### config.mk
export PLATFORM = sky130hd
export DESIGN_NAME = boxq_lane
export DESIGN_NICKNAME = d
export VERILOG_FILES = /design/src/design/boxq_pkg.sv /design/src/design/boxq_lane.sv
export SDC_FILE = /design/constraint.sdc
export NUM_CORES = 2
export LEC_CHECK = 0
export BUFFER_PORTS_ARGS = -buffer_cell sky130_fd_sc_hd__buf_2
export CAP_MARGIN = 20
export CORE_MARGIN = 5
export CORE_UTILIZATION = 50
export CTS_CLUSTER_SIZE = 10
export DETAILED_ROUTE_END_ITERATION = 6
export PLACE_DENSITY = 0.67
export SLEW_MARGIN = 10
export SYNTH_ARGS = -nofsm -noshare
export SYNTH_HDL_FRONTEND = slang
export SYNTH_SLANG_ARGS = --single-unit
### constraint.sdc
create_clock -name clk_i -period 8.6 [get_ports clk_i]
set_input_delay 0.86 -clock clk_i [delete_from_list [all_inputs] [get_ports clk_i]]
set_output_delay 0.86 -clock clk_i [all_outputs]
set_load 0.03 [all_outputs]
### src/design/boxq_pkg.sv
// Shared types and constants for the box distance and overlap query block.
// Used by every module of the block; depends on nothing else.
`timescale 1ns / 1ps

package boxq_pkg;

  localparam int unsigned COORD_W    = 32;
  localparam int unsigned HALF_W     = 31;
  localparam int unsigned DIST_W     = 33;
  localparam int unsigned SQ_W       = 64;
  localparam int unsigned NUM_AXES   = 3;
  localparam int unsigned ROOT_STEPS = 32;
  // Two lane stages, one merge stage, the root steps and the output register.
  localparam int unsigned NUM_STAGES = ROOT_STEPS + 4;
  localparam int unsigned IN_DATA_W  = 2 * NUM_AXES * COORD_W;
  localparam int unsigned OUT_DATA_W = 40;
  localparam int unsigned CFG_IDX_W  = 2;

  localparam logic [CFG_IDX_W-1:0] REG_SIZE_X = 2'd0;
  localparam logic [CFG_IDX_W-1:0] REG_SIZE_Y = 2'd1;
  localparam logic [CFG_IDX_W-1:0] REG_SIZE_Z = 2'd2;

  localparam logic [COORD_W-1:0] SIZE_RESET = 32'h0001_0000;

  typedef enum logic [1:0] {
    REL_OUTSIDE = 2'd0,
    REL_INSIDE  = 2'd1,
    REL_CROSS   = 2'd2
  } relation_e;

  typedef struct packed {
    logic [SQ_W-1:0]          sq;
    logic signed [DIST_W-1:0] delta;
    logic                     pt_in;
    logic                     bx_out;
    logic                     bx_in;
  } lane_t;

  typedef struct packed {
    logic [SQ_W-1:0]          rem;
    logic [SQ_W-1:0]          root;
    logic signed [DIST_W-1:0] dmax;
    logic                     pt_in;
    relation_e                rel;
    logic                     kind;
  } root_t;

endpackage

### src/design/boxq_lane.sv
// One axis lane: excess over the half extent, its square and the bound compares.
// Two register stages. Depends on boxq_pkg.
`timescale 1ns / 1ps

module boxq_lane (
  input  logic                                 clk_i,
  input  logic [1:0]                           en_i,
  input  logic signed [boxq_pkg::COORD_W-1:0]  pos_i,
  input  logic signed [boxq_pkg::COORD_W-1:0]  top_i,
  input  logic [boxq_pkg::HALF_W-1:0]          half_i,
  output boxq_pkg::lane_t                      lane_o
);

  logic signed [boxq_pkg::DIST_W-1:0]  pos_ext;
  logic signed [boxq_pkg::DIST_W-1:0]  top_ext;
  logic signed [boxq_pkg::DIST_W-1:0]  half_pos;
  logic signed [boxq_pkg::DIST_W-1:0]  half_neg;
  logic [boxq_pkg::COORD_W-1:0]        mag;
  logic signed [boxq_pkg::DIST_W-1:0]  delta_d;
  logic signed [boxq_pkg::DIST_W-1:0]  delta_q;
  logic [boxq_pkg::COORD_W-1:0]        exc_d;
  logic [boxq_pkg::COORD_W-1:0]        exc_q;
  logic                                pt_in_q;
  logic                                bx_out_q;
  logic                                bx_in_q;
  boxq_pkg::lane_t                     lane_q;

  always_comb begin
    pos_ext  = {pos_i[boxq_pkg::COORD_W-1], pos_i};
    top_ext  = {top_i[boxq_pkg::COORD_W-1], top_i};
    half_pos = $signed({2'b00, half_i});
    half_neg = -half_pos;
    mag      = pos_i[boxq_pkg::COORD_W-1] ? (~pos_i + 1'b1) : pos_i;
    delta_d  = $signed({1'b0, mag}) - half_pos;
    if (!delta_d[boxq_pkg::DIST_W-1] && (delta_d != '0)) begin
      exc_d = delta_d[boxq_pkg::COORD_W-1:0];
    end else begin
      exc_d = '0;
    end
  end

  always_ff @(posedge clk_i) begin
    if (en_i[0]) begin
      delta_q  <= delta_d;
      exc_q    <= exc_d;
      pt_in_q  <= (pos_ext >= half_neg) && (pos_ext <= half_pos);
      bx_out_q <= (top_ext < half_neg) || (pos_ext > half_pos);
      bx_in_q  <= (pos_ext >= half_neg) && (top_ext <= half_pos);
    end
    if (en_i[1]) begin
      lane_q.sq     <= exc_q * exc_q;
      lane_q.delta  <= delta_q;
      lane_q.pt_in  <= pt_in_q;
      lane_q.bx_out <= bx_out_q;
      lane_q.bx_in  <= bx_in_q;
    end
  end

  assign lane_o = lane_q;

endmodule

==> results_dict.tcl <==
set metrics [dict create \
    avgSynthCellArea_um2 9.76 \
    crit_family "adder cells" \
    cpPeakStageDelay_ns 0.58 \
    placed_cells 5347 \
    cts_tree "done" \
    drtAntennaViolNets 0 \
    setup_violations 0 \
    drtIter0Drc 2047 \
    drt_wl_total_mm 107 \
    worst_r2r_endpoint "lane_o[94]$_DFFE_PP_" \
    finalHoldViolations 0 \
    ff2ff_path_depth 28 \
    tightest_slew_ns 0.885 \
    crit_fanout 13 \
    seq_area_frac_synth_pct 12.5 \
    clock_sink_count 167 \
    fin_crit_ns 8.35 \
    hold_depth 0 \
    worstPathArrival_ns 8.59 \
    synth_edf_count 167 \
    synth.net_count 5469 \
    status "finished clean" \
    ys_seq_elements 167 \
    fmaxAchievable_mhz 120 \
    grt_first_pass_wirelength_mm 174 \
    die_area_um2 86200 \
    final_cell_mix "inv_1, fa_1, ha_1" \
    end_kind "flop" \
    yosys-top-cells-area "fa_1, ha_1, edfxtp_1" \
    gp_congestion 0.953 \
    antenna_found_initial 11 \
    coreArea_um2 80200 \
    layout-drive-gt1-share_pct 8.86 \
    critPathMostFrequentCell "fa_1" \
    viasPerCell 5.33 \
    crit_end "lane_o[94]$_DFFE_PP_" \
    htree_levels 4 \
    crit_buf_inv 9 \
    route.detailed.drc 0 \
    die_h_um 294 \
    worstHoldPathType "reg -> reg" \
    start_util_pct 50.2 \
    crit_slowest_cell "fa_1" \
    cts_buffers 17 \
    syn-instance-count 4121 \
    cp-start-kind "flop" \
    r2r_start "exc_q[10]$_SDFFCE_PN0P_" \
    yosysTopAreaCell "fa_1" \
    synth_ff_type "edfxtp_1" \
    period_share_pct 97.1 \
    ys.warnings.count 0 \
    timing.max_cap.violations 0 \
    io_pins 198 \
    cts_root_buf "clkbuf_16" \
    cp.depth 28 \
    area_growth_pct 8.42 \
    overflow 0 \
    grt_max_degree 61 \
    wl_per_cell_um 19.8 \
    slew_headroom_pct 40.6 \
    grt_setup_unrepaired "true" \
    crit_required_ns 8.84 \
    startpoint "exc_q[10]$_SDFFCE_PN0P_" \
    synth_cell_type_count 70 \
    insertion_delay_ns 0.52 \
    final_cells 5410 \
    filler_cell_count 7318 \
    r2r_slack_ns 0.25 \
    clk_pin_slew_worst_paths_ns 0.08 \
    dr.pass1.iters 5 \
    final_common_cell "inv_1" \
    grt_use_total_pct 25.9 \
    finalClockSkew_ns 0.0300 \
    portBuffers 196 \
    rows 104 \
    synth.top_cell.area_share_pct 39.5 \
    synth_area_um2 40200 \
    async_reset_ff_share_pct 0 \
    slew_violations 0 \
    cts_buffer_depth 2 \
    vias 28800 \
    num-nets-final 5681 \
    grt_pass1_vias 31500 \
    die_w_um 294 \
    path_class "reg -> reg" \
    dp_hpwl_mm 90.9 \
]
sequential cells by signal, indices dropped and copies added, names as in the netlist:
signal,flops
exc_q,32
pt_in_q,1
lane_o,99
delta_q,33
bx_in_q,1
bx_out_q,1
what timing repair did:
action / in CTS / in global routing
buffers inserted: 0 / 27
gates resized for setup: 0 / 3
hold buffers: 0 / 0
setup endpoints to repair: 0 / 7
endpoints found under the hold margin: 0 / 0
worst register-to-register path, delay by kind of cell (launching register included):
| family | cells | cell delay (ns) |
|---|---|---|
| buf+inv | 9 | 0.96 |
| fa+ha+maj | 9 | 4.30 |
| flops | 1 | 0.57 |
| simple gates | 3 | 0.61 |
| compound gates | 7 | 1.65 |
worst min path at each step:
stage / start / end / slack, ns
floorplan: bx_in_q$_DFFE_PP_ / lane_o[0]$_DFFE_PP_ / 0.40
global placement: delta_q[1]$_DFFE_PP_ / lane_o[4]$_DFFE_PP_ / 0.40
detailed placement: delta_q[13]$_DFFE_PP_ / lane_o[16]$_DFFE_PP_ / 0.40
CTS: delta_q[12]$_DFFE_PP_ / lane_o[15]$_DFFE_PP_ / 0.42
global route: delta_q[19]$_DFFE_PP_ / lane_o[22]$_DFFE_PP_ / 0.43
finish: delta_q[12]$_DFFE_PP_ / lane_o[15]$_DFFE_PP_ / 0.42
synthesized netlist by cell type, types with 3 or more instances:
library cell and count:
a2111oi_0 3, a211o_1 3, a211oi_1 8, a21boi_0 5, a21o_1 100, a21oi_1 131, a221oi_1 4, a311oi_1 3
a31o_2 16, a31oi_1 20, a41oi_1 5, and2_1 233, and3_1 8, buf_2 3, clkbuf_1 119, edfxtp_1 167
fa_1 793, ha_1 457, inv_1 1041, nand2_1 313, nand2b_1 17, nand3_1 22, nand3b_1 3, nand4_1 45
nor2_1 107, nor2b_1 56, nor3_1 28, nor4_1 15, o211ai_1 11, o21a_1 22, o21ai_0 68, o21bai_1 29
o2bb2ai_1 3, o31a_1 4, o31ai_1 11, o41ai_1 6, or2_2 9, or3_1 5, or4_1 4, or4_4 3
xnor2_1 131, xor2_1 54
logic make-up (layout without fill, tap and decap cells):
logic type,Yosys count,in the layout,share of synthesized area (%)
flops,167,167,12.5
mux,3,3,0.0778
buf+inv,1166,1390,10.9
other cells,1,6,0.00932
compound gates,470,470,7.71
fa+ha+maj,1250,1250,53.7
simple gates,879,879,11.1
xor+xnor,185,185,4.03
layer usage:
metal / vias up / share of wire (%) / global-route usage [%]
met5: - / 0.063 / 0
met2: 1011 / 46 / 41.3
met1: 14400 / 42 / 35.4
met3: 206 / 7.7 / 5.98
li1: 13200 / - / -
met4: 10 / 3.7 / 8.95
cell type report:
cell class	instances	area (µm²)	share of cell area [%]
inverter	1042	3920	8.98
clock inverter	14	176	0.405
sequential	167	5010	11.5
clock buffer	17	425	0.976
tap	1060	1330	3.04
antenna	5	12.5	0.0287
timing repair buffer	317	1910	4.38
multi-input combinational	2788	30800	70.7
through the flow:
stage	instance area, µm²	utilization (%)	hold WS [ns]	setup slack (ns)	setup TNS, ns
2_1_floorplan	40200	-	0.400	0.996	0
3_3_place_gp	42800	53.4	0.403	0.217	0
3_5_place_dp	42800	53.4	0.405	0.119	0
4_1_cts	43400	54.1	0.423	0.119	0
5_1_grt	43600	54.4	0.429	-0.0229	-0.0369
6_report	43600	54.4	0.423	0.250	0
Power is not shown: default switching activity piles up to over one toggle a cycle in this logic, so the estimate is an artifact.
