[src/design/boxq_pkg.sv]
// Shared types and constants for the box distance and overlap query block.
// Used by every module of the block; depends on nothing else.
`timescale 1ns / 1ps

package boxq_pkg;

  localparam int unsigned COORD_W    = 32;
  localparam int unsigned HALF_W     = 31;
  localparam int unsigned DIST_W     = 33;
  localparam int unsigned SQ_W       = 64;
  localparam int unsigned NUM_AXES   = 3;
  localparam int unsigned ROOT_STEPS = 32;
  // Two lane stages, one merge stage, the root steps and the output register.
  localparam int unsigned NUM_STAGES = ROOT_STEPS + 4;
  localparam int unsigned IN_DATA_W  = 2 * NUM_AXES * COORD_W;
  localparam int unsigned OUT_DATA_W = 40;
  localparam int unsigned CFG_IDX_W  = 2;

  localparam logic [CFG_IDX_W-1:0] REG_SIZE_X = 2'd0;
  localparam logic [CFG_IDX_W-1:0] REG_SIZE_Y = 2'd1;
  localparam logic [CFG_IDX_W-1:0] REG_SIZE_Z = 2'd2;

  localparam logic [COORD_W-1:0] SIZE_RESET = 32'h0001_0000;

  typedef enum logic [1:0] {
    REL_OUTSIDE = 2'd0,
    REL_INSIDE  = 2'd1,
    REL_CROSS   = 2'd2
  } relation_e;

  typedef struct packed {
    logic [SQ_W-1:0]          sq;
    logic signed [DIST_W-1:0] delta;
    logic                     pt_in;
    logic                     bx_out;
    logic                     bx_in;
  } lane_t;

  typedef struct packed {
    logic [SQ_W-1:0]          rem;
    logic [SQ_W-1:0]          root;
    logic signed [DIST_W-1:0] dmax;
    logic                     pt_in;
    relation_e                rel;
    logic                     kind;
  } root_t;

endpackage

[src/design/boxq_merge.sv]
// Merge stage: sums the lane squares, picks the largest axis delta capped at zero and
// classifies bounds. One register stage. Depends on boxq_pkg.
`timescale 1ns / 1ps

module boxq_merge (
  input  logic                                   clk_i,
  input  logic                                   en_i,
  input  boxq_pkg::lane_t [boxq_pkg::NUM_AXES-1:0] lane_i,
  input  logic                                   kind_i,
  output boxq_pkg::root_t                        merge_o
);

  logic [boxq_pkg::SQ_W-1:0]           sum;
  logic signed [boxq_pkg::DIST_W-1:0]  dmax;
  logic                                any_out;
  logic                                all_in;
  boxq_pkg::relation_e                 rel;
  boxq_pkg::root_t                     merge_q;

  always_comb begin
    sum  = lane_i[0].sq + lane_i[1].sq + lane_i[2].sq;
    dmax = lane_i[0].delta;
    if (lane_i[1].delta > dmax) begin
      dmax = lane_i[1].delta;
    end
    if (lane_i[2].delta > dmax) begin
      dmax = lane_i[2].delta;
    end
    if (dmax > 0) begin
      dmax = '0;
    end
    any_out = lane_i[0].bx_out | lane_i[1].bx_out | lane_i[2].bx_out;
    all_in  = lane_i[0].bx_in & lane_i[1].bx_in & lane_i[2].bx_in;
    priority if (any_out) begin
      rel = boxq_pkg::REL_OUTSIDE;
    end else if (all_in) begin
      rel = boxq_pkg::REL_INSIDE;
    end else begin
      rel = boxq_pkg::REL_CROSS;
    end
  end

  always_ff @(posedge clk_i) begin
    if (en_i) begin
      merge_q.rem   <= sum;
      merge_q.root  <= '0;
      merge_q.dmax  <= dmax;
      merge_q.pt_in <= lane_i[0].pt_in & lane_i[1].pt_in & lane_i[2].pt_in;
      merge_q.rel   <= rel;
      merge_q.kind  <= kind_i;
    end
  end

  assign merge_o = merge_q;

endmodule

[config.mk]
export PLATFORM = sky130hd
export DESIGN_NAME = boxq_merge
export DESIGN_NICKNAME = d
export VERILOG_FILES = /design/src/design/boxq_pkg.sv /design/src/design/boxq_merge.sv
export SDC_FILE = /design/constraint.sdc
export NUM_CORES = 1
export LEC_CHECK = 0
export BUFFER_PORTS_ARGS = -buffer_cell sky130_fd_sc_hd__buf_4
export CORE_AREA = 4 4 178 180
export CTS_CLUSTER_SIZE = 20
export DETAILED_ROUTE_END_ITERATION = 6
export DIE_AREA = 0 0 182 184
export HOLD_SLACK_MARGIN = 0.03
export RECOVER_POWER = 100
export SYNTH_ARGS = -nofsm -noshare
export SYNTH_HDL_FRONTEND = slang
export SYNTH_SLANG_ARGS = --single-unit
export TNS_END_PERCENT = 20
[constraint.sdc]
create_clock -name clk_i -period 8.42 [get_ports clk_i]
set_input_delay 0.421 -clock clk_i [delete_from_list [all_inputs] [get_ports clk_i]]
set_output_delay 0.421 -clock clk_i [all_outputs]
set_load 0.005 [all_outputs]
==> out/summary.log, run 1 <==
INFO  power_and_ir_drop vdd_ir_drop_max=0.09562mV
INFO  sta            setup_total_negative_slack=0ns
INFO  worst_setup_path critical_path.startpoint=lane_i[35]
INFO  power_and_ir_drop power.share.sequential=31.6%
INFO  clock_network  cts.sinks=101
INFO  worst_setup_path critical_path_arrival=6.99ns
INFO  global_routing global_route_usage_over_all_layers=20.18%
INFO  clock_network  clkSlewWorstSetupHoldPaths=0.07ns
INFO  detailed_routing routed_wirelength=35.81mm
INFO  worst_setup_path critPathMaxFanout=24
INFO  global_routing grt_pass1_vias=9,836
INFO  clock_network  h-tree-depth=3
INFO  detailed_routing drt-vias-per-instance=5.203
INFO  place          post_place_cell_area=14,240um2
INFO  logic_synthesis ys_seq_elements=101
INFO  floorplanning  die_h=184um
INFO  worst_setup_path setup.worst_path.class=in -> reg
INFO  floorplanning  die_area=33,490um2
INFO  power_and_ir_drop p_leak=6.555nW
INFO  run            maxCapViolations=3
INFO  logic_synthesis ys_seq_area_share=27.40%
INFO  sta            rsz0062_at_grt=no
INFO  power_and_ir_drop clockPowerShare=16.4%
INFO  sta            timing.max_slew.rel_slack=-135.4%
INFO  clock_network  cts-root-to-sink-buffers=2
INFO  detailed_routing wl_per_cell=19.01um
INFO  finish         finalInstanceArea=14,190um2
INFO  sta            worst-slew-pin-transition=3.531ns
INFO  detailed_routing met3WireLength=2.384mm
INFO  min_path       worstHoldPathCells=1
INFO  sta            finalSetupViolCount=0
INFO  outcome        run_status=finished with violations
INFO  logic_synthesis synthArstFlopShare=0%
INFO  outcome        violations_in_the_final_reports=DRC, capacitance limit, slew limit
INFO  power_and_ir_drop power.combinational.fraction=52.0%
INFO  floorplanning  effective_utilization_at_floorplan=36.67%
INFO  logic_synthesis yosysWarnings=0
INFO  global_routing grt_first_pass_wirelength=53.47mm
INFO  worst_setup_path cp_num_buf_inv=4
INFO  worst_setup_path worst_setup_path_end_kind=flip-flop
INFO  detailed_routing drc=14
INFO  worst_setup_path critPathSlowestCell=sky130_fd_sc_hd__a21oi_1
INFO  logic_synthesis synthDistinctLibCells=70
INFO  sta            finalHoldViolations=0
INFO  sta            min_period=6.887ns
INFO  clock_network  cts.repair_timing.setup_buffer_count=0
INFO  clock_network  cts_root_buffer=sky130_fd_sc_hd__clkbuf_16
INFO  min_path       hold_path.class=in -> reg
INFO  floorplanning  boundaryPins=468
INFO  worst_setup_path crit_path_start_kind=input pin
INFO  logic_synthesis postSynthAreaPerCell=10.08um2
INFO  global_routing grt_max_degree=65
INFO  finish         final_nets=1,978
INFO  floorplanning  die_x=182um
INFO  detailed_routing detailroute.via_count=9,803
INFO  place          gp_congestion=0.8944
INFO  sta            fmax=0.1452GHz
INFO  finish         synthToLayoutAreaGrowth=28.24%
INFO  power_and_ir_drop cellPowerDensity=171.2nW/um2
INFO  clock_network  tritoncts=built
INFO  logic_synthesis synth-main-ff-cell=sky130_fd_sc_hd__edfxtp_1
INFO  place          placement.io_buffers=403
INFO  clock_network  post_cts_resized=0
INFO  worst_setup_path path_cells=clkbuf_4 -> inv_1 -> ha_1 -> nand3_1 -> nor4_1 -> nand2_1 -> a31oi_1 -> a211oi_1 -> a21boi_0 -> a21oi_1 -> buf_4 -> mux2i_1 -> ha_1 -> a21o_1 -> a21o_1 -> a211oi_1 -> o21ai_0 -> a221oi_1 -> o21ai_0 -> a221o_1 -> a21oi_1 -> nor2_1 -> buf_4 -> a32o_1
INFO  logic_synthesis postSynthCellCount=1,098
INFO  clock_network  cts_hold_repair.buffers=0
INFO  worst_setup_path worst_ep_required_time=8.52ns
INFO  clock_network  cts_made_buffers=9
INFO  floorplanning  core_area=30,190um2
INFO  place          dpl.hpwl=31.02mm
INFO  worst_setup_path critical_path_s_top_delay_family=compound AO/OA/AOI/OAI gates
INFO  worst_setup_path slowest_delay=1.39ns
INFO  sta            final-max-slew-violation-count=120
INFO  power_and_ir_drop design_power_total=2.431mW
INFO  logic_synthesis edff_count_synth=101
INFO  min_path       hold_path_sink=merge_o[0]
INFO  sta            timing.final.crit_share=81.79%
INFO  detailed_routing top_signal_layer_used=met4
INFO  sta            fin_worst_hold_slack=0.2739ns
INFO  detailed_routing drt_first_iter_violations=553
INFO  detailed_routing antenna_left=0
INFO  global_routing total_grt_overflow=0
INFO  detailed_routing routed_wire_length_on_met2=17.69mm
INFO  global_routing antenna_found_initial=0
INFO  finish         stdcell_count=1,884
INFO  logic_synthesis mappedNetlistArea=11,070um2
INFO  floorplanning  placement_rows=64
INFO  power_and_ir_drop internal-power=1.498mW
INFO  place          dpl.cell_count=1,868
INFO  min_path       worstHoldStart=kind_i
INFO  finish         share_of_post_route_cells_with_drive_strength_above_1=25.13%
INFO  finish         largest_register_ffs=101
INFO  detailed_routing firstDrtPassIters=7
INFO  finish         diodes=0
INFO  power_and_ir_drop switching_power_share_of_the_total=38.37%
INFO  detailed_routing routedLengthMet1=15.01mm
INFO  power_and_ir_drop power.switching=0.9327mW
==> cell type report <==
type / instances / area, um2
clock buffers: 10 / 229.0
multi-input cells: 907 / 7357
fillers: 2939 / 15990
clock inverters: 6 / 40.04
repair buffers: 407 / 2826
flip-flops and latches: 101 / 3033
inverters: 57 / 214.0
well taps: 396 / 495.5
==> power by group through the flow <==
stage,clock (mW),sequential [mW],combinational (mW)
2_1_floorplan,0,0.788,0.776
3_3_place_gp,0,0.781,1.33
3_5_place_dp,0,0.781,1.34
4_1_cts,0.410,0.773,1.35
5_1_grt,0.431,0.781,1.41
6_report,0.397,0.768,1.26
==> cell families after synthesis <==
group                      synth area share [%]
xor gates and xnor gates                  4.589
muxes                                     3.097
other                                   0.03388
DFF                                       27.40
AOI/OAI and AO/OA                         19.61
buffers and inverters                     7.652
adders and majority gates                 26.04
and+or+nand+nor                           11.57
==> layer usage <==
metal	up-vias	global-route usage, %
met5	-	0
met4	0	5.494
met1	4606	26.05
li1	4745	-
met2	413	35.35
met3	39	3.126
==> cell usage in the layout, fill, tap and decap left out, types with 13 or more instances in the layout <==
cell                        netlist  routed
sky130_fd_sc_hd__fa_1            64      64
sky130_fd_sc_hd__clkbuf_1        22      62
sky130_fd_sc_hd__and3_1          13      13
sky130_fd_sc_hd__xnor2_1         38      38
sky130_fd_sc_hd__inv_1           57      57
sky130_fd_sc_hd__buf_4           65     295
sky130_fd_sc_hd__conb_1           1      64
sky130_fd_sc_hd__nor2_1          49      49
sky130_fd_sc_hd__nand3_1         17      17
sky130_fd_sc_hd__clkbuf_4         0      51
sky130_fd_sc_hd__nor2b_1         14      14
sky130_fd_sc_hd__nor4_1          28      28
sky130_fd_sc_hd__mux2i_1         32      32
sky130_fd_sc_hd__o21ai_0         43      47
sky130_fd_sc_hd__xor2_1          20      20
sky130_fd_sc_hd__a21oi_1         80      82
sky130_fd_sc_hd__nand2_1         59      59
sky130_fd_sc_hd__edfxtp_1       101     101
sky130_fd_sc_hd__nand4_1         27      27
sky130_fd_sc_hd__a21o_1          63      63
sky130_fd_sc_hd__ha_1           128     128
sky130_fd_sc_hd__o2bb2ai_1       31      31
==> how the worst max path moves through the flow <==
stage | to | slack [ns] | cells after the start
floorplan | merge_o[10] | 3.45 | 24
global placement | merge_o[4] | 2.28 | 24
detailed placement | merge_o[4] | 2.08 | 24
CTS | merge_o[4] | 2.43 | 24
global route | merge_o[4] | 0.97 | 24
finish | merge_o[4] | 1.53 | 24
==> per-stage QoR <==
stage / setup WS (ns) / utilization (%)
floorplan: 3.446 / -
global placement: 2.279 / 47.16
detailed placement: 2.083 / 47.16
CTS: 2.426 / 48.05
global route: 0.9687 / 47.02
finish: 1.533 / 47.02
==> Yosys cell counts, types with 2 or more instances <==
cell / n / area share [%]
sky130_fd_sc_hd__ha_1: 128 / 14
sky130_fd_sc_hd__edfxtp_1: 101 / 27
sky130_fd_sc_hd__a21oi_1: 80 / 3.6
sky130_fd_sc_hd__buf_4: 65 / 4.4
sky130_fd_sc_hd__fa_1: 64 / 12
sky130_fd_sc_hd__a21o_1: 63 / 4.3
sky130_fd_sc_hd__nand2_1: 59 / 2.0
sky130_fd_sc_hd__inv_1: 57 / 1.9
sky130_fd_sc_hd__nor2_1: 49 / 1.7
sky130_fd_sc_hd__o21ai_0: 43 / 1.9
sky130_fd_sc_hd__xnor2_1: 38 / 3.0
sky130_fd_sc_hd__mux2i_1: 32 / 2.9
sky130_fd_sc_hd__o2bb2ai_1: 31 / 2.5
sky130_fd_sc_hd__nor4_1: 28 / 1.6
sky130_fd_sc_hd__nand4_1: 27 / 1.5
sky130_fd_sc_hd__clkbuf_1: 22 / 0.75
sky130_fd_sc_hd__xor2_1: 20 / 1.6
sky130_fd_sc_hd__nand3_1: 17 / 0.77
sky130_fd_sc_hd__nor2b_1: 14 / 0.79
sky130_fd_sc_hd__and3_1: 13 / 0.73
sky130_fd_sc_hd__nor3_1: 12 / 0.54
sky130_fd_sc_hd__o21bai_1: 12 / 0.81
sky130_fd_sc_hd__a31oi_1: 11 / 0.62
sky130_fd_sc_hd__a211oi_1: 8 / 0.54
sky130_fd_sc_hd__nand2b_1: 8 / 0.45
sky130_fd_sc_hd__o21a_1: 8 / 0.54
sky130_fd_sc_hd__buf_2: 7 / 0.32
sky130_fd_sc_hd__and4_1: 6 / 0.47
sky130_fd_sc_hd__o211ai_1: 6 / 0.41
sky130_fd_sc_hd__o21ai_1: 6 / 0.27
sky130_fd_sc_hd__o31ai_1: 5 / 0.34
sky130_fd_sc_hd__a221oi_1: 4 / 0.32
sky130_fd_sc_hd__and2_1: 4 / 0.23
sky130_fd_sc_hd__a21oi_2: 3 / 0.24
sky130_fd_sc_hd__a221o_1: 3 / 0.27
sky130_fd_sc_hd__nand4b_1: 3 / 0.24
sky130_fd_sc_hd__o211a_1: 3 / 0.27
sky130_fd_sc_hd__a21boi_0: 2 / 0.14
sky130_fd_sc_hd__a311oi_2: 2 / 0.27
sky130_fd_sc_hd__clkbuf_8: 2 / 0.25
sky130_fd_sc_hd__mux2_2: 2 / 0.20
sky130_fd_sc_hd__o21ai_2: 2 / 0.16
(Power assumes the default switching activity.)
==> run 2, diff against run 1 <==
- clock period: 8.42 -> 6.6 ns (I/O delays scaled with it)
==> run 2 against run 1 <==
  * The flow finishes with violations (capacitance limit, slew limit)
  * Sequential share of layout area down 0.068 points
  * Combinational power up 29%
  * Total power up 30%
  * Non-clock buffer count unchanged
  * Clock power up 38%
  * Critical path depth unchanged
  * Global-route usage up 0.53 points
  * First-iteration DRC count up 14%
  * Worst setup slack worse by 0.85 ns
  * Critical path type unchanged
  * Largest cell class unchanged
==> out/summary.log, run 2 (synthesis results as in run 1) <==
INFO  floorplanning  core_area=30,190um2 [unchanged]
INFO  sta            timing.max_slew.rel_slack=-140.0% [was -135.4%]
INFO  worst_setup_path crit_top_cell=sky130_fd_sc_hd__o21ai_0
INFO  finish         stdcell_count=1,884 [unchanged]
INFO  clock_network  clkSlewWorstSetupHoldPaths=0.08ns [was 0.07 ns]
INFO  floorplanning  effective_utilization_at_floorplan=36.67% [unchanged]
INFO  floorplanning  placement_rows=64 [unchanged]
INFO  global_routing grt_max_degree=65 [unchanged]
INFO  global_routing grt_pass1_vias=10,070 [was 9,836]
INFO  min_path       hold_path.class=in -> reg [unchanged]
INFO  worst_setup_path slowest_delay=0.66ns [was 1.39 ns]
INFO  finish         synthToLayoutAreaGrowth=28.64% [was 28.24%]
INFO  detailed_routing firstDrtPassIters=6 [was 7]
INFO  worst_setup_path crit_path_start_kind=input pin [unchanged]
INFO  worst_setup_path path_cells=buf_4 -> inv_1 -> ha_1 -> a21oi_1 -> nor2b_1 -> o21ai_0 -> a31oi_1 -> a211oi_1 -> a21boi_0 -> a21oi_4 -> buf_12 -> mux2i_1 -> ha_1 -> a21o_1 -> a21o_1 -> a211oi_1 -> o21ai_0 -> a221oi_1 -> o21ai_0 -> a221o_1 -> a21oi_1 -> nor2_1 -> clkbuf_2 -> o2bb2ai_1 [was clkbuf_4 -> inv_1 -> ha_1 -> nand3_1 -> nor4_1 -> nand2_1 -> a31oi_1 -> a211oi_1 -> a21boi_0 -> a21oi_1 -> buf_4 -> mux2i_1 -> ha_1 -> a21o_1 -> a21o_1 -> a211oi_1 -> o21ai_0 -> a221oi_1 -> o21ai_0 -> a221o_1 -> a21oi_1 -> nor2_1 -> buf_4 -> a32o_1]
INFO  power_and_ir_drop vdd_ir_drop_max=0.1085mV [was 0.09562 mV]
INFO  sta            min_period=5.913ns
INFO  finish         largest_register_ffs=101 [unchanged]
INFO  worst_setup_path critPathMaxFanout=27 [was 24]
INFO  min_path       hold_path_sink=merge_o[0] [unchanged]
INFO  finish         finalInstanceArea=14,240um2 [was 14,190 um2]
INFO  detailed_routing wl_per_cell=19.32um [was 19.01 um]
INFO  place          dpl.cell_count=1,868 [unchanged]
INFO  finish         multi_input_logic_area=7368um2 [was 7357 um2]
INFO  global_routing global_route_usage_over_all_layers=20.71% [was 20.18%]
INFO  run            maxCapViolations=2 [was 3]
INFO  floorplanning  boundaryPins=468 [unchanged]
INFO  worst_setup_path cp_num_buf_inv=4 [unchanged]
INFO  global_routing grt_first_pass_wirelength=54.83mm [was 53.47 mm]
INFO  clock_network  post_cts_resized=0 [unchanged]
INFO  finish         share_of_post_route_cells_with_drive_strength_above_1=25.13% [unchanged]
INFO  worst_setup_path worst_setup_path_end_kind=flip-flop [unchanged]
INFO  outcome        run_status=finished with violations [unchanged]
INFO  sta            finalSetupViolCount=0 [unchanged]
INFO  worst_setup_path worst_ep_required_time=6.67ns [was 8.52 ns]
INFO  sta            timing.final.crit_share=89.59%
INFO  place          gp_congestion=0.9157 [was 0.8944]
INFO  place          dpl.hpwl=31.45mm [was 31.02 mm]
INFO  clock_network  cts_hold_repair.buffers=0 [unchanged]
INFO  clock_network  cts.repair_timing.setup_buffer_count=0 [unchanged]
INFO  sta            final-max-slew-violation-count=104 [was 120]
INFO  detailed_routing drt_first_iter_violations=633 [was 553]
INFO  clock_network  cts_made_buffers=9 [unchanged]
INFO  clock_network  h-tree-depth=3 [unchanged]
INFO  worst_setup_path critPathSlowestCell=sky130_fd_sc_hd__a21boi_0 [was sky130_fd_sc_hd__a21oi_1]
INFO  outcome        violations_in_the_final_reports=capacitance limit, slew limit [was DRC, capacitance limit, slew limit]
INFO  min_path       worstHoldPathCells=1 [unchanged]
INFO  sta            setup_ws=0.6870ns [was 1.533 ns]
INFO  clock_network  tritoncts=built [unchanged]
INFO  power_and_ir_drop p_leak=6.580nW [was 6.555 nW]
INFO  finish         final_nets=1,978 [unchanged]
INFO  finish         most_used_cells_in_the_layout_excluding_fill_and_tap_cells=sky130_fd_sc_hd__buf_4 (290), sky130_fd_sc_hd__ha_1 (128), sky130_fd_sc_hd__edfxtp_1 (101), sky130_fd_sc_hd__a21oi_1 (81) [was sky130_fd_sc_hd__buf_4 (295), sky130_fd_sc_hd__ha_1 (128), sky130_fd_sc_hd__edfxtp_1 (101), sky130_fd_sc_hd__a21oi_1 (82)]
INFO  detailed_routing drt-vias-per-instance=5.226 [was 5.203]
INFO  sta            worst-slew-pin-transition=3.600ns [was 3.531 ns]
INFO  finish         diodes=0 [unchanged]
INFO  place          placement.io_buffers=403 [unchanged]
INFO  clock_network  cts_root_buffer=sky130_fd_sc_hd__clkbuf_16 [unchanged]
INFO  detailed_routing routed_wirelength=36.40mm [was 35.81 mm]
INFO  detailed_routing detailroute.via_count=9,845 [was 9,803]
INFO  floorplanning  die_x=182um [unchanged]
INFO  global_routing antenna_found_initial=0 [unchanged]
INFO  clock_network  cts.sinks=101 [unchanged]
INFO  finish         seq_area=3033um2 [unchanged]
INFO  detailed_routing antenna_left=0 [unchanged]
INFO  worst_setup_path critical_path_arrival=5.98ns [was 6.99 ns]
INFO  sta            finalHoldViolations=0 [unchanged]
INFO  finish         fillCellCount=2,891 [was 2,939]
INFO  clock_network  cts-root-to-sink-buffers=2 [unchanged]
INFO  floorplanning  die_area=33,490um2 [unchanged]
INFO  sta            fmax=0.1691GHz
INFO  place          pre_cts_ws=0.6488ns [was 2.083 ns]
INFO  worst_setup_path critical_path_s_top_delay_family=compound AO/OA/AOI/OAI gates [unchanged]
INFO  worst_setup_path setup.worst_path.class=in -> reg [unchanged]
INFO  min_path       worstHoldStart=kind_i [unchanged]
INFO  place          post_place_cell_area=14,250um2 [was 14,240 um2]
INFO  global_routing total_grt_overflow=0 [unchanged]
INFO  detailed_routing drc=0 [was 14]
INFO  finish         most_common_cell_after_layout_fill_and_taps_aside=sky130_fd_sc_hd__buf_4 [unchanged]
INFO  sta            setup_total_negative_slack=0ns [unchanged]
INFO  sta            rsz0062_at_grt=no [unchanged]
INFO  power_and_ir_drop cellPowerDensity=221.1nW/um2 [was 171.2 nW/um2]
INFO  floorplanning  die_h=184um [unchanged]
## run 2: how the worst max path moves through the flow
stage                          start           to  slack (ns)  depth (start not counted)
after floorplan           lane_i[35]  merge_o[10]        1.72                         24
after global placement    lane_i[35]  merge_o[29]        0.85                         24
after detailed placement  lane_i[35]  merge_o[27]        0.65                         24
after CTS                 lane_i[35]  merge_o[29]        0.98                         24
after global routing       lane_i[9]  merge_o[13]        0.25                         24
final                      lane_i[9]  merge_o[12]        0.69                         24
## run 2: area by class of cell
class | instances | share of cell area (%)
multi-input cells | 907 | 51.74
flip-flops and latches | 101 | 21.30
repair buffers | 407 | 19.92
well taps | 396 | 3.479
clock buffers | 10 | 1.608
inverters | 57 | 1.503
clock inverters | 6 | 0.4481
## run 2: where the power goes
group	total, mW	switching (mW)	internal (mW)
clock	0.547	0.253	0.295
combinational	1.62	0.893	0.724
sequential	0.985	0.0511	0.934
total	3.15	1.20	1.95
## run 2: routing by layer
layer / vias to the layer above / part of all wire (%) / GRT usage, %
met5: - / 0 / 0
met3: 45 / 7.3 / 3.482
met2: 444 / 49 / 36.66
met1: 4602 / 41 / 26.32
met4: 0 / 2.1 / 5.464
li1: 4754 / - / -
## run 2: through the flow
| step | hold WS (ns) | power (mW) | utilization, % |
|---|---|---|---|
| 6_report | 0.1799 | 3.149 | 47.17 |
| 4_1_cts | 0.1385 | 3.274 | 48.17 |
| 3_5_place_dp | 0.5116 | 2.714 | 47.20 |
| 2_1_floorplan | 0.4289 | 1.996 | - |
| 5_1_grt | 0.1684 | 3.386 | 47.17 |
| 3_3_place_gp | 0.5097 | 2.700 | 47.20 |
==> run 3, diff against run 2 <==
- clock period: 6.6 -> 7.1 ns (I/O delays scaled with it)
==> run 3 against run 2 <==
  * Final cell count about the same
  * Critical path type unchanged
  * Global-route usage decreased by 0.17 points
  * First-iteration DRC count decreased by 21%
  * The flow still finishes with violations (capacitance limit, slew limit)
  * Worst hold slack improved by 0.022 ns
  * Combinational power decreased by 7%
  * Sequential power decreased by 7.3%
  * Critical path depth unchanged
  * Highest routed layer unchanged
  * Count of clock-buffer cells in the layout decreased by 1
  * Via count decreased by 0.43%
==> out/summary.log, run 3 (synthesis results as in run 1) <==
INFO  finish         synthToLayoutAreaGrowth=28.86% [was 28.64%]
INFO  finish         most_common_cell_after_layout_fill_and_taps_aside=sky130_fd_sc_hd__buf_4 [unchanged]
INFO  clock_network  cts_hold_repair.buffers=0 [unchanged]
INFO  finish         share_of_post_route_cells_with_drive_strength_above_1=25.39% [was 25.13%]
INFO  global_routing met2_usage=36.48% [was 36.66%]
INFO  clock_network  post_cts_resized=0 [unchanged]
INFO  floorplanning  die_h=184um [unchanged]
INFO  finish         fillCellCount=2,902 [was 2,891]
INFO  sta            worst-slew-pin-transition=3.574ns [was 3.600 ns]
INFO  sta            timing.max_slew.rel_slack=-138.3% [was -140.0%]
INFO  worst_setup_path cp_num_buf_inv=4 [unchanged]
INFO  clock_network  cts_made_buffers=9 [unchanged]
INFO  power_and_ir_drop vdd_ir_drop_max=0.1182mV [was 0.1085 mV]
INFO  sta            finalHoldViolations=0 [unchanged]
INFO  power_and_ir_drop power.share.sequential=30.9% [was 31.3%]
INFO  floorplanning  core_area=30,190um2 [unchanged]
INFO  worst_setup_path slowest_delay=0.53ns [was 0.66 ns]
INFO  clock_network  tritoncts=built [unchanged]
INFO  global_routing total_grt_overflow=0 [unchanged]
INFO  power_and_ir_drop switching_power_share_of_the_total=37.49% [was 38.00%]
INFO  power_and_ir_drop clockPowerShare=18.3% [was 17.4%]
INFO  detailed_routing drc=0 [unchanged]
INFO  sta            rsz0062_at_grt=no [unchanged]
INFO  sta            timing.final.crit_share=88.09%
INFO  power_and_ir_drop p_leak=6.598nW [was 6.580 nW]
INFO  run            maxCapViolations=2 [unchanged]
INFO  worst_setup_path worst_setup_path_end_kind=flip-flop [unchanged]
INFO  min_path       hold_path.class=in -> reg [unchanged]
INFO  power_and_ir_drop internal-power=1.850mW [was 1.952 mW]
INFO  finish         final_nets=1,979 [was 1,978]
INFO  floorplanning  boundaryPins=468 [unchanged]
INFO  clock_network  cts-root-to-sink-buffers=2 [unchanged]
INFO  place          placement.io_buffers=403 [unchanged]
INFO  global_routing globalRouteMet3Util=2.988% [was 3.482%]
INFO  clock_network  h-tree-depth=3 [unchanged]
INFO  place          dpl.hpwl=31.01mm [was 31.45 mm]
INFO  detailed_routing detailroute.via_count=9,803 [was 9,845]
INFO  worst_setup_path critPathSlowestCell=sky130_fd_sc_hd__a21oi_4 [was sky130_fd_sc_hd__a21boi_0]
INFO  finish         seq_area=3033um2 [unchanged]
INFO  sta            min_period=6.254ns
INFO  sta            finalSetupViolCount=0 [unchanged]
INFO  floorplanning  die_x=182um [unchanged]
INFO  sta            setup_total_negative_slack=0ns [unchanged]
INFO  global_routing grt_first_pass_wirelength=54.48mm [was 54.83 mm]
INFO  power_and_ir_drop cellPowerDensity=207.4nW/um2 [was 221.1 nW/um2]
INFO  floorplanning  die_area=33,490um2 [unchanged]
INFO  global_routing global_route.peak_usage_layer=met2 [unchanged]
INFO  detailed_routing wl_per_cell=19.09um [was 19.32 um]
INFO  power_and_ir_drop power.combinational.fraction=50.8% [was 51.3%]
INFO  floorplanning  effective_utilization_at_floorplan=36.67% [unchanged]
INFO  outcome        violations_in_the_final_reports=capacitance limit, slew limit [unchanged]
INFO  finish         finalInstanceArea=14,260um2 [was 14,240 um2]
INFO  clock_network  cts.sinks=101 [unchanged]
INFO  sta            final-max-slew-violation-count=104 [unchanged]
INFO  worst_setup_path setup.worst_path.class=in -> reg [unchanged]
INFO  finish         multi_input_logic_area=7368um2 [unchanged]
INFO  outcome        run_status=finished with violations [unchanged]
INFO  sta            fmax=0.1599GHz
INFO  clock_network  clkSlewWorstSetupHoldPaths=0.07ns [was 0.08 ns]
INFO  worst_setup_path critical_path_arrival=6.36ns [was 5.98 ns]
INFO  floorplanning  placement_rows=64 [unchanged]
INFO  global_routing m1_gr_usage=26.68% [was 26.32%]
INFO  worst_setup_path critPathMaxFanout=22 [was 27]
INFO  detailed_routing drt-vias-per-instance=5.201 [was 5.226]
INFO  global_routing grt_pass1_vias=9,924 [was 10,070]
INFO  worst_setup_path worst_ep_required_time=7.20ns [was 6.67 ns]
INFO  detailed_routing firstDrtPassIters=5 [was 6]
INFO  place          post_place_cell_area=14,240um2 [was 14,250 um2]
INFO  finish         diodes=0 [unchanged]
INFO  global_routing antenna_found_initial=0 [unchanged]
INFO  place          gp_congestion=0.8943 [was 0.9157]
INFO  worst_setup_path crit_path_start_kind=input pin [unchanged]
INFO  finish         largest_register_ffs=101 [unchanged]
INFO  detailed_routing antenna_left=0 [unchanged]
INFO  global_routing grt_max_degree=65 [unchanged]
INFO  clock_network  cts.repair_timing.setup_buffer_count=0 [unchanged]
INFO  global_routing global_route_usage_over_all_layers=20.54% [was 20.71%]
INFO  detailed_routing routed_wirelength=35.99mm [was 36.40 mm]
INFO  power_and_ir_drop design_power_total=2.959mW [was 3.149 mW]
INFO  clock_network  cts_root_buffer=sky130_fd_sc_hd__clkbuf_16 [unchanged]
INFO  worst_setup_path critical_path_s_top_delay_family=compound AO/OA/AOI/OAI gates [unchanged]
INFO  finish         most_used_cells_in_the_layout_excluding_fill_and_tap_cells=sky130_fd_sc_hd__buf_4 (294), sky130_fd_sc_hd__ha_1 (128), sky130_fd_sc_hd__edfxtp_1 (101), sky130_fd_sc_hd__a21oi_1 (81) [was sky130_fd_sc_hd__buf_4 (290), sky130_fd_sc_hd__ha_1 (128), sky130_fd_sc_hd__edfxtp_1 (101), sky130_fd_sc_hd__a21oi_1 (81)]
INFO  detailed_routing drt_first_iter_violations=501 [was 633]
INFO  worst_setup_path path_cells=clkbuf_4 -> inv_1 -> ha_1 -> nand3_1 -> nor4_1 -> nand2_1 -> a31oi_1 -> a211oi_1 -> a21boi_0 -> a21oi_4 -> buf_4 -> mux2i_1 -> ha_1 -> a21o_1 -> a21o_1 -> a21oi_1 -> o21ai_0 -> a221oi_1 -> o21ai_0 -> a221o_1 -> a21oi_1 -> nor2_1 -> clkbuf_2 -> a32o_1 [was buf_4 -> inv_1 -> ha_1 -> a21oi_1 -> nor2b_1 -> o21ai_0 -> a31oi_1 -> a211oi_1 -> a21boi_0 -> a21oi_4 -> buf_12 -> mux2i_1 -> ha_1 -> a21o_1 -> a21o_1 -> a211oi_1 -> o21ai_0 -> a221oi_1 -> o21ai_0 -> a221o_1 -> a21oi_1 -> nor2_1 -> clkbuf_2 -> o2bb2ai_1]
INFO  power_and_ir_drop power.switching=1.109mW [was 1.197 mW]
## run 3: cell count changes in the layout (fill, tap and decap cells not counted), sizes merged
cell	previous run	this run
buf	291	294
clkbuf	126	123
bufinv	1	2
clkinv	5	4
inv	57	58
## run 3: metal layers
metal | wire [um] | vias up | part of all wire (%)
li1 | - | 4749 | -
met1 | 15050 | 4626 | 42
met2 | 17960 | 394 | 50
met3 | 2377 | 34 | 6.6
met4 | 604 | 0 | 1.7
met5 | 0 | - | 0
## run 3: through the flow
stage               std cells  hold WS, ns  setup WS [ns]  utilization, %
floorplan                1161       0.4539          2.192               -
global route             1885       0.1792         0.4657           47.25
CTS                      1885       0.1603          1.248           48.23
global placement         1869       0.5351          1.115           47.19
detailed placement       1869       0.5394         0.9126           47.19
finish                   1885       0.2018         0.8456           47.25
## run 3: power groups by stage
stage / clock network, mW / logic [mW] / registers, mW
final: 0.541 / 1.50 / 0.913
after global routing: 0.588 / 1.67 / 0.927
after CTS: 0.560 / 1.60 / 0.917
after detailed placement: 0 / 1.59 / 0.927
after global placement: 0 / 1.58 / 0.926
after floorplan: 0 / 0.921 / 0.934
## run 3: layout make-up
type / instances / area share [%]
Clock inverter: 7 / 0.6228
Sequential cell: 101 / 21.26
Inverter: 57 / 1.500
Multi-Input combinational cell: 907 / 51.66
Tap cell: 396 / 3.474
Clock buffer: 9 / 1.579
Timing Repair Buffer: 408 / 19.90
## run 3: worst paths after layout
check       start         end  slack, ns  cells past startpoint
min        kind_i  merge_o[0]       0.20                      1
max    lane_i[35]  merge_o[4]       0.85                     24
